<file path="config.mk">
export PLATFORM = sky130hd
export DESIGN_NAME = periodic_oneshot_timer_bank_top
export DESIGN_NICKNAME = d
export VERILOG_FILES = /design/src/design/potb_pkg.sv /design/src/design/periodic_oneshot_timer_bank_top.sv /design/src/design/potb_cell.sv
export SDC_FILE = /design/constraint.sdc
export NUM_CORES = 2
export LEC_CHECK = 0
export CORE_ASPECT_RATIO = 0.7
export CORE_UTILIZATION = 50
export CTS_CLUSTER_DIAMETER = 120
export DETAILED_ROUTE_END_ITERATION = 8
export DONT_BUFFER_PORTS = 1
export SLEW_MARGIN = 15
export SYNTH_ARGS = -nofsm -noshare
export SYNTH_HDL_FRONTEND = slang
export SYNTH_HIERARCHICAL = 1
export SYNTH_SLANG_ARGS = --single-unit
</file>
<file path="constraint.sdc">
create_clock -name clk_i -period 3.24 [get_ports clk_i]
set_input_delay 0.324 -clock clk_i [delete_from_list [all_inputs] [get_ports clk_i]]
set_output_delay 0.324 -clock clk_i [all_outputs]
set_load 0.05 [all_outputs]
</file>
<file path="src/design/potb_pkg.sv">
// Package for the periodic / one-shot timer bank.
// Holds sizes, command and result codes, item and per-slot types.
// No dependencies.
package potb_pkg;

  localparam int NUM_TIMERS  = 16;
  localparam int COUNT_WIDTH = 16;

  localparam int TID_W = (NUM_TIMERS > 1) ? $clog2(NUM_TIMERS) : 1;
  localparam int SEL_W = (TID_W > 4) ? TID_W : 4;
  localparam int POS_W = $clog2(NUM_TIMERS + 1);

  typedef enum logic [3:0] {
    CMD_TICK       = 4'd0,
    CMD_CREATE     = 4'd1,
    CMD_DELETE     = 4'd2,
    CMD_START      = 4'd3,
    CMD_STOP       = 4'd4,
    CMD_RESTART    = 4'd5,
    CMD_PAUSE      = 4'd6,
    CMD_RESUME     = 4'd7,
    CMD_SET_RELOAD = 4'd8,
    CMD_SET_MODE   = 4'd9,
    CMD_QUERY      = 4'd10
  } cmd_e;

  typedef enum logic [1:0] {
    MODE_FREE    = 2'd0,
    MODE_ONESHOT = 2'd1
  } mode_e;

  typedef enum logic [1:0] {
    EV_STATUS    = 2'd0,
    EV_EXPIRED   = 2'd1,
    EV_TICK_DONE = 2'd2
  } event_e;

  typedef enum logic [1:0] {
    ST_OK       = 2'd0,
    ST_DELETED  = 2'd1,
    ST_BAD_MODE = 2'd2,
    ST_IN_USE   = 2'd3
  } status_e;

  typedef struct packed {
    cmd_e        cmd;
    logic [3:0]  timer_index;
    logic [15:0] reload_value;
    mode_e       mode_value;
  } in_item_t;

  typedef struct packed {
    event_e     event_kind;
    logic [3:0] timer_id;
    status_e    status;
    logic       is_running;
    logic       last;
  } out_item_t;

  typedef struct packed {
    logic oneshot;
    logic paused;
    logic running;
    logic alloc;
  } flags_t;

  // Operation travelling down the chain of slot cells.
  typedef struct packed {
    logic                   valid;
    cmd_e                   cmd;
    logic [3:0]             idx;
    logic [COUNT_WIDTH-1:0] reload;
    mode_e                  mode;
    status_e                status;
    logic                   running;
  } pkt_t;

endpackage

</file>
<file path="src/design/periodic_oneshot_timer_bank_top.sv">
// Top level of the periodic / one-shot timer bank: input register, chain of
// slot cells, step counter and result register.
// Depends on potb_pkg and potb_cell.
//
//  channel | direction | handshake                    | payload
//  --------+-----------+------------------------------+------------
//  in      | into bank | in_valid_i / in_stall_o      | in_item_i
//  out     | from bank | out_valid_o / out_stall_i    | out_item_o
//
// Every tick or command runs once through the chain of NUM_TIMERS cells, one
// cell per cycle while the result register is free to take a result, then
// drops its closing result; no new item is taken while a pass is under way.
// A stalled result register freezes the whole chain, so results of a tick
// never overtake each other. Unknown commands are taken and dropped without a
// result. Reset clears every slot (all deleted) and empties the chain.
module periodic_oneshot_timer_bank_top import potb_pkg::*; (
  input  logic      clk_i,
  input  logic      rst_ni,
  input  logic      in_valid_i,
  output logic      in_stall_o,
  input  in_item_t  in_item_i,
  output logic      out_valid_o,
  input  logic      out_stall_i,
  output out_item_t out_item_o
);

  localparam logic [POS_W-1:0] LAST_POS = POS_W'(NUM_TIMERS);

  pkt_t                  head_q;
  pkt_t                  pkt_w [NUM_TIMERS+1];
  logic [NUM_TIMERS-1:0] fire_w;

  logic             busy_q, busy_d;
  logic [POS_W-1:0] pos_q, pos_d;
  logic             out_valid_q, out_valid_d;
  out_item_t        out_item_q, out_item_d;

  logic accept, known, out_free, adv, at_end;

  assign accept   = in_valid_i && !busy_q;
  assign known    = in_item_i.cmd inside {[CMD_TICK:CMD_QUERY]};
  assign out_free = !out_valid_q || !out_stall_i;
  // chain only moves when a result it may produce has somewhere to go
  assign adv      = busy_q && out_free;
  assign at_end   = (pos_q == LAST_POS);

  // Build the packet. Default status covers a slot nobody answers for: OK for a
  // tick, bad mode for create / set mode with an unknown mode, otherwise deleted.
  always_ff @(posedge clk_i or negedge rst_ni) begin
    if (!rst_ni) begin
      head_q <= '0;
    end else if (accept) begin
      head_q.valid   <= known;
      head_q.cmd     <= in_item_i.cmd;
      head_q.idx     <= in_item_i.timer_index;
      head_q.reload  <= COUNT_WIDTH'(in_item_i.reload_value);
      head_q.mode    <= in_item_i.mode_value;
      head_q.running <= 1'b0;
      if (in_item_i.cmd == CMD_TICK) begin
        head_q.status <= ST_OK;
      end else if (((in_item_i.cmd == CMD_CREATE) || (in_item_i.cmd == CMD_SET_MODE)) &&
                   (in_item_i.mode_value != MODE_FREE) &&
                   (in_item_i.mode_value != MODE_ONESHOT)) begin
        head_q.status <= ST_BAD_MODE;
      end else begin
        head_q.status <= ST_DELETED;
      end
    end else if (adv) begin
      head_q.valid <= 1'b0;
    end
  end

  assign pkt_w[0] = head_q;

  for (genvar k = 0; k < NUM_TIMERS; k++) begin : g_cell
    potb_cell u_cell (
      .clk_i     (clk_i),
      .rst_ni    (rst_ni),
      .adv_i     (adv),
      .cell_id_i (TID_W'(k)),
      .pkt_i     (pkt_w[k]),
      .pkt_o     (pkt_w[k+1]),
      .fire_o    (fire_w[k])
    );
  end

  // step counter and result register
  always_comb begin
    busy_d      = busy_q;
    pos_d       = pos_q;
    out_valid_d = out_valid_q && out_stall_i;
    out_item_d  = out_item_q;

    if (accept && known) begin
      busy_d = 1'b1;
      pos_d  = '0;
    end

    if (adv) begin
      if (at_end) begin
        busy_d      = 1'b0;
        out_valid_d = 1'b1;
        if (pkt_w[NUM_TIMERS].cmd == CMD_TICK) begin
          out_item_d.event_kind = EV_TICK_DONE;
          out_item_d.timer_id   = '0;
          out_item_d.status     = ST_OK;
          out_item_d.is_running = 1'b0;
        end else begin
          out_item_d.event_kind = EV_STATUS;
          out_item_d.timer_id   = pkt_w[NUM_TIMERS].idx;
          out_item_d.status     = pkt_w[NUM_TIMERS].status;
          out_item_d.is_running = pkt_w[NUM_TIMERS].running;
        end
        out_item_d.last = 1'b1;
      end else begin
        pos_d = pos_q + POS_W'(1);
        if (fire_w != '0) begin
          out_valid_d           = 1'b1;
          out_item_d.event_kind = EV_EXPIRED;
          out_item_d.timer_id   = 4'(pos_q);
          out_item_d.status     = ST_OK;
          out_item_d.is_running = 1'b0;
          out_item_d.last       = 1'b0;
        end
      end
    end
  end

  always_ff @(posedge clk_i or negedge rst_ni) begin
    if (!rst_ni) begin
      busy_q      <= 1'b0;
      pos_q       <= '0;
      out_valid_q <= 1'b0;
    end else begin
      busy_q      <= busy_d;
      pos_q       <= pos_d;
      out_valid_q <= out_valid_d;
    end
  end

  always_ff @(posedge clk_i) begin
    out_item_q <= out_item_d;
  end

  assign in_stall_o  = busy_q;
  assign out_valid_o = out_valid_q;
  assign out_item_o  = out_item_q;

  // only the cell holding the operation can expire
  a_one_fire: assert property (@(posedge clk_i) disable iff (!rst_ni)
    $onehot0(fire_w))
    else $error("more than one cell expired in one step");

  a_fire_in_range: assert property (@(posedge clk_i) disable iff (!rst_ni)
    (fire_w != '0) |-> (busy_q && !at_end))
    else $error("expiry outside a chain pass");

  a_end_idle: assert property (@(posedge clk_i) disable iff (!rst_ni)
    (adv && at_end) |=> (!busy_q && out_valid_q && out_item_q.last))
    else $error("closing result missing at end of pass");

  a_chain_empty: assert property (@(posedge clk_i) disable iff (!rst_ni)
    !busy_q |-> !pkt_w[NUM_TIMERS].valid)
    else $error("packet left in chain while idle");

endmodule

</file>
<file path="src/design/potb_cell.sv">
// One timer slot of the bank: count, reload and flags.
// Applies the operation passing through and hands it to the next cell.
// Depends on potb_pkg.
module potb_cell import potb_pkg::*; (
  input  logic             clk_i,
  input  logic             rst_ni,
  input  logic             adv_i,
  input  logic [TID_W-1:0] cell_id_i,
  input  pkt_t             pkt_i,
  output pkt_t             pkt_o,
  output logic             fire_o
);

  logic [COUNT_WIDTH-1:0] count_q, count_d;
  logic [COUNT_WIDTH-1:0] reload_q, reload_d;
  flags_t                 flags_q, flags_d;
  pkt_t                   pkt_q, pkt_d;
  logic                   hit, tick, mode_ok, fire;

  always_comb begin
    count_d  = count_q;
    reload_d = reload_q;
    flags_d  = flags_q;
    pkt_d    = pkt_i;
    fire     = 1'b0;
    tick     = pkt_i.valid && (pkt_i.cmd == CMD_TICK);
    hit      = pkt_i.valid && (pkt_i.cmd != CMD_TICK) &&
               (SEL_W'(pkt_i.idx) == SEL_W'(cell_id_i));
    mode_ok  = (pkt_i.mode == MODE_FREE) || (pkt_i.mode == MODE_ONESHOT);

    if (tick) begin
      if (flags_q.alloc && flags_q.running && !flags_q.paused && (count_q != '0)) begin
        count_d = count_q - COUNT_WIDTH'(1);
        if (count_q == COUNT_WIDTH'(1)) begin
          fire = 1'b1;
          if (flags_q.oneshot) begin
            flags_d.running = 1'b0;
          end else begin
            count_d = reload_q;
          end
        end
      end
    end else if (hit) begin
      case (pkt_i.cmd)
        CMD_CREATE: begin
          // bad mode already carried in the packet status
          if (mode_ok) begin
            if (flags_q.alloc) begin
              pkt_d.status = ST_IN_USE;
            end else begin
              pkt_d.status    = ST_OK;
              count_d         = '0;
              reload_d        = pkt_i.reload;
              flags_d         = '0;
              flags_d.alloc   = 1'b1;
              flags_d.oneshot = (pkt_i.mode == MODE_ONESHOT);
            end
          end
        end
        CMD_SET_MODE: begin
          if (mode_ok) begin
            if (!flags_q.alloc) begin
              pkt_d.status = ST_DELETED;
            end else begin
              pkt_d.status    = ST_OK;
              flags_d.oneshot = (pkt_i.mode == MODE_ONESHOT);
            end
          end
        end
        default: begin
          if (!flags_q.alloc) begin
            pkt_d.status = ST_DELETED;
          end else begin
            pkt_d.status = ST_OK;
            case (pkt_i.cmd)
              CMD_DELETE:     flags_d = '0;
              CMD_START: begin
                count_d         = reload_q;
                flags_d.running = 1'b1;
              end
              CMD_STOP:       flags_d.running = 1'b0;
              CMD_RESTART: begin
                reload_d        = pkt_i.reload;
                count_d         = pkt_i.reload;
                flags_d.running = 1'b1;
              end
              CMD_PAUSE:      flags_d.paused = 1'b1;
              CMD_RESUME:     flags_d.paused = 1'b0;
              CMD_SET_RELOAD: reload_d = pkt_i.reload;
              CMD_QUERY:      pkt_d.running = flags_q.running;
              default: ;
            endcase
          end
        end
      endcase
    end
  end

  always_ff @(posedge clk_i or negedge rst_ni) begin
    if (!rst_ni) begin
      count_q  <= '0;
      reload_q <= '0;
      flags_q  <= '0;
      pkt_q    <= '0;
    end else if (adv_i) begin
      count_q  <= count_d;
      reload_q <= reload_d;
      flags_q  <= flags_d;
      pkt_q    <= pkt_d;
    end
  end

  assign pkt_o  = pkt_q;
  assign fire_o = fire;

endmodule
</file>
After elaboration in Yosys (flattened, before gate mapping)
Index checks and enable logic that the tools add are counted.
{ "word_totals": {"ff_bits": 1083, "out_inout_bits": 12, "wordCells": 1877} }
{ "op_classes": {"n_addsub": 17, "order_cmp": 2, "n_eq_ne": 371, "mux": 720, "bitwise_logic": 32, "n_reduce_logical": 516} }
{ "op_table": {"columns": ["operator", "n"], "rows": [
  ["16-bit two-way mux", 192],
  ["16-bit case mux with 2 select lines", 48],
  ["8-bit AND reduction", 48],
  ["4-bit by 3-bit equality test with 1-bit output (second input constant)", 68],
  ["16-bit nonzero test", 17],
  ["16-bit by 1-bit equality test with 1-bit output (second input constant)", 16],
  ["16-bit by 1-bit subtractor with 16-bit output (second input constant)", 16],
  ["1-bit two-way mux", 248],
  ["4-bit equality test (second input constant)", 57],
  ["4-bit two-way mux", 48],
  ["4-bit nonzero test", 48],
  ["2-bit by 1-bit != test with 1-bit output (second input constant)", 81],
  ["10-bit AND reduction", 16],
  ["2-bit OR reduction", 80],
  ["9-bit AND reduction", 16],
  ["3-bit nonzero test", 48],
  ["4-bit by 2-bit equality test with 1-bit output (second input constant)", 34],
  ["2-bit two-way mux", 66],
  ["1-bit logical AND", 103],
  ["2-bit nonzero test", 51],
  ["3-bit two-way mux", 32],
  ["2-bit != test (second input constant)", 48],
  ["1-bit case mux with 2 select lines", 48],
  ["3-bit case mux with 2 select lines", 16],
  ["other kinds (19)", 213]
]} }

Depth between registers and ports, before layout
{ "depth": {"depth_word": 9, "ltp_mapped": 10, "depth_no_buf": 8} }

Modules after synthesis
Netlist, hierarchy kept.
{ "modules_own_cells": {"columns": ["mod", "n_inst", "cells_each", "area_per_inst_um2", "seq_area_each_um2"], "rows": [
  ["potb_cell at g_cell[2].u_cell ...", 6, 349, 3769.9, 1651.6],
  ["potb_cell at g_cell[0].u_cell ...", 5, 344, 3742.3, 1651.6],
  ["potb_cell at g_cell[14].u_cell ...", 3, 359, 3696.0, 1651.6],
  ["potb_cell at g_cell[9].u_cell", 1, 353, 3718.6, 1651.6],
  ["potb_cell at g_cell[7].u_cell", 1, 362, 3708.6, 1651.6],
  ["periodic_oneshot_timer_bank_top", 1, 192, 1923.1, 1201.2]
]} }

Least setup slack after synthesis
Ideal clock, no wire load.
{ "synth_timing": {"kind": "register -> register", "from": "reg busy_q (netlist: in_stall_o)", "to": "reg g_cell[14].u_cell.reload_q[0]", "setup_ns": 0.125, "t_arrival_ns": 3.044, "required_time_ns": 3.115, "path_slack_ns": 0.071, "path_stages_with_launch": 10, "period_less_slack_ns": 3.169, "path_cell_list": "dfrtp_1 -> a21bo_2 -> clkinv_1 -> clkbuf_1 -> o21ai_0 -> a211o_1 -> or4b_1 -> buf_2 -> buf_6 -> mux2_4"} }
{ "synth_between": {"elab_chain_cells": 2} }
{ "synth_rtl": {"columns": ["item", "line_no", "source"], "rows": [
  ["start: declaration", "periodic_oneshot_timer_bank_top.sv:33", "logic busy_q, busy_d;"],
  ["start signal: assignment", "periodic_oneshot_timer_bank_top.sv:135", "busy_q <= busy_d;"],
  ["1-bit logical AND", "periodic_oneshot_timer_bank_top.sv:44", "assign adv = busy_q && out_free;"],
  ["net adv", "periodic_oneshot_timer_bank_top.sv:38", "logic accept, known, out_free, adv, at_end;"],
  ["8-bit AND reduction (no source line)", null, null],
  ["end signal: assignment", "potb_cell.sv:107", "reload_q <= reload_d;"],
  ["end: declaration", "potb_cell.sv:15", "logic [COUNT_WIDTH-1:0] reload_q, reload_d;"]
]} }
The timed path passes the listed nets, and every way through them passes these cells.
A chain may end at the register's enable or synchronous reset.

Final worst setup path
{ "layout_timing": {"from": "reg g_cell[0].u_cell.count_q[2]", "to": "reg out_item_q (netlist bit out_item_o[8]) (enable)"} }
{ "layout_between": {"elab_chain_cells": 7, "elab_cells_between_ends": 9, "cone_classes": "1 x eq/ne; 3 x mux; 5 x reduce/logical"} }
{ "layout_rtl": {"columns": ["item", "line_no", "source"], "rows": [
  ["start: declaration", "potb_cell.sv:14", "logic [COUNT_WIDTH-1:0] count_q, count_d;"],
  ["start signal: assignment", "potb_cell.sv:106", "count_q <= count_d;"],
  ["16-bit by 1-bit equality test with 1-bit output or 16-bit nonzero test (tied branches)", "potb_cell.sv:34, potb_cell.sv:32", null],
  ["1-bit two-way mux or 1-bit logical AND (tied branches)", "potb_cell.sv:34, potb_cell.sv:32", null],
  ["1-bit two-way mux *", "potb_cell.sv:32", "if (flags_q.alloc && flags_q.running && !flags_q.paused && (count_q != '0)) begin"],
  ["1-bit two-way mux *", "potb_cell.sv:31", "if (tick) begin"],
  ["net fire_w[0]", "periodic_oneshot_timer_bank_top.sv:31", "logic [NUM_TIMERS-1:0] fire_w;"],
  ["16-bit nonzero test *", "periodic_oneshot_timer_bank_top.sv:117", "if (fire_w != '0) begin"],
  ["2-bit nonzero test (no source line) *", null, null],
  ["2-bit AND reduction (no source line) *", null, null],
  ["end signal: assignment", "periodic_oneshot_timer_bank_top.sv:142", "out_item_q <= out_item_d;"],
  ["end: declaration", "periodic_oneshot_timer_bank_top.sv:36", "out_item_t out_item_q, out_item_d;"]
]} }
The timed path passes the listed nets; every way through them passes the cells marked *.

==> flow_summary_export.csv <==
group,metric,value,unit
job,maxCapViolCount,0,
floorplan,core,120000,µm²
critical_path,reg2reg_slack,0.08,ns
power,swShare,37.6,%
clocking,clk-insertion-delay-late,0.74,ns
timing,max_freq,316,MHz
placement,dp.cells,7326,
timing,period_minus_slack,3.16,ns
critical_path,rr_startpoint,"g_cell[0].u_cell/count_q[2]$_DFFE_PN0P_",
cells_and_area,final_cell_mix,"1,073 x dfrtp_1, 631 x mux2_2, 450 x nor2_1",
timing,skew,0.0266,ns
grt,antenna_found_initial,6,
power,clockPowerShare,25.8,%
floorplan,die_area,124000,µm²
critical_path,cpPeakStageDelay,0.70,ns
placement,port_buffers,0,
cells_and_area,final_cells,7568,
power,ir_drop,0.000506,V
timing,setup_viol,0,
cells_and_area,antenna_cells,0,
synthesis,syn_area,61100,µm²
timing,tightest_slew,1.16,ns
cells_and_area,drive_gt1_share,23.6,%
synthesis,ys_warn_count,6,
drt,vias_per_cell,6.08,
floorplan,dieWidth,420,µm
critical_path,critical_path.startpoint,"g_cell[0].u_cell/count_q[2]$_DFFE_PN0P_",
cells_and_area,final_common_cell,"dfrtp_1",
power,power,54.1,mW
clocking,cts_tree,"built",
power,power_density,795,nW/µm²
placement,place_congestion,0.930,
floorplan,fp.dieH,294,µm
placement,dpl.hpwl,109000,µm
floorplan,row_count,106,
critical_path,worst_setup_path_start_kind,"flop",
critical_path,rr_endpoint,"out_item_o[8]$_SDFFCE_PP1P_",
cells_and_area,fin_nets,5967,
clocking,clock_sinks,1083,
critical_path,cpMaxStageDelayCell,"a311oi_1",
clocking,cts_setup_buffers,0,
power,p_int,33.8,mW
critical_path,cp_data_required_time,3.68,ns
floorplan,io_pins,42,
cells_and_area,finalInstanceArea,68000,µm²
drt,drc,0,
placement,placed_cell_area,63500,µm²
grt,grt_start_max_net_pins,1074,
drt,wirelength,159000,µm
critical_path,cpLargestDelayFamily,"simple AND/OR/NAND/NOR gates",
timing,final-max-slew-violation-count,0,
power,switching_power,20.3,mW
timing,setup_ws,0.0758,ns
drt,antenna_left,0,
cells_and_area,area_growth,11.3,%
critical_path,path_buf_inv,1,
drt,num_vias,46000,
critical_path,r2r_cells,8,
drt,avgRoutedWirePerCell,21.0,µm
timing,final_hold_viol_count,0,
critical_path,worstSetupPathDepth,8,
outcome,status,"completed",
clocking,cts-root-buf,"clkbuf_16",
synthesis,syn_inst,5759,
clocking,clockBufferDepth,3,
timing,tns,0,ns
grt,track_usage,25.7,%
clocking,cts_inserted_buffers,109,
grt,grt_pass1_vias,43300,
timing,rsz0062_at_grt,"false",
timing,timing.slew.headroom,22.6,%
timing,fin_crit_sh,97.7,%
clocking,cts.clk_slew.worst_paths,0.07,ns
grt,grt_pass1_wl,256000,µm
power,leakagePower,30.0,nW
critical_path,arrival,3.60,ns
placement,dp_slack,0.0704,ns
power,seqPwrFrac,40.1,%
clocking,htreeDepth,3,
timing,holdWs,0.0785,ns
critical_path,cp-end-kind,"flop",
critical_path,worstSetupPathType,"flop to flop",
critical_path,path_cells,"nor4_1, and4_1, nand2_1, a311oi_1, or4_1, nor2_2, a21oi_1, buf_4",
critical_path,path_max_fanout,10,
power,combPwrFrac,34.0,%
synthesis,synth_area_per_cell,10.6,µm²
grt,grt-ovfl-total,0,
cells_and_area,fin_util,56.5,%
drt,first_iter_violations,4620,
floorplan,start_util,50.8,%
min_path,min_path_type,"input pin to flop",
drt,drtPass1Iterations,6,
critical_path,endpoint,"out_item_o[8]$_SDFFCE_PP1P_",
[cell type report]
| type | count | area (µm²) |
|---|---|---|
| inverters | 173 | 659 |
| flip-flops and latches | 1083 | 27200 |
| clock inverters | 64 | 835 |
| fillers | 10500 | 52300 |
| clock buffers | 140 | 3140 |
| multi-input cells | 4215 | 31900 |
| well taps | 1620 | 2030 |
| repair buffers | 273 | 2310 |
[sequential cells by signal, indices dropped and copies added, names as in the netlist]
register,flops
pos_q,5
g_cell.u_cell/count_q,256
g_cell.u_cell/pkt_o,461
g_cell.u_cell/flags_q,64
in_stall_o,1
g_cell.u_cell/reload_q,256
out_item_o,10
out_valid_o,1
head_q,29
[power groups by stage]
stage	clock network (mW)	logic (mW)	registers [mW]
3_5_place_dp	0	17.9	21.9
5_1_grt	14.9	20.2	22.2
3_3_place_gp	0	17.6	21.8
4_1_cts	14.3	18.0	21.7
6_report	14.0	18.4	21.7
2_1_floorplan	0	14.3	19.4
[what timing repair did]
action | CTS | global route
hold buffers | 29 | 3
resized for setup | 0 | 3
hold endpoints to repair | 1102 | 441
endpoints found under the setup margin | 0 | 10
[how the worst min path moves through the flow]
stage / from / endpoint / slack, ns / cells past startpoint
global placement: rst_ni / head_q[17]$_DFFE_PN0P_ / 0.06 / 0
detailed placement: rst_ni / head_q[10]$_DFFE_PN0P_ / 0.07 / 0
global route: out_stall_i / head_q[29]$_DFFE_PN0P_ / 0.05 / 2
floorplan: rst_ni / g_cell[0].u_cell/count_q[0]$_DFFE_PN0P_ / 0.03 / 0
finish: in_valid_i / head_q[29]$_DFFE_PN0P_ / 0.08 / 2
CTS: rst_ni / head_q[17]$_DFFE_PN0P_ / -0.76 / 0
[metal layers]
metal	share of wire (%)	GRT usage (%)	routed length, µm	vias to the layer above
met5	0	0	0	-
met4	1.2	4.11	1920	0
met3	6.2	4.36	9830	141
met2	40	34.2	63300	1286
met1	53	43.0	84200	23200
li1	-	-	-	21400
Note: power is estimated with default switching activity, not from simulation.
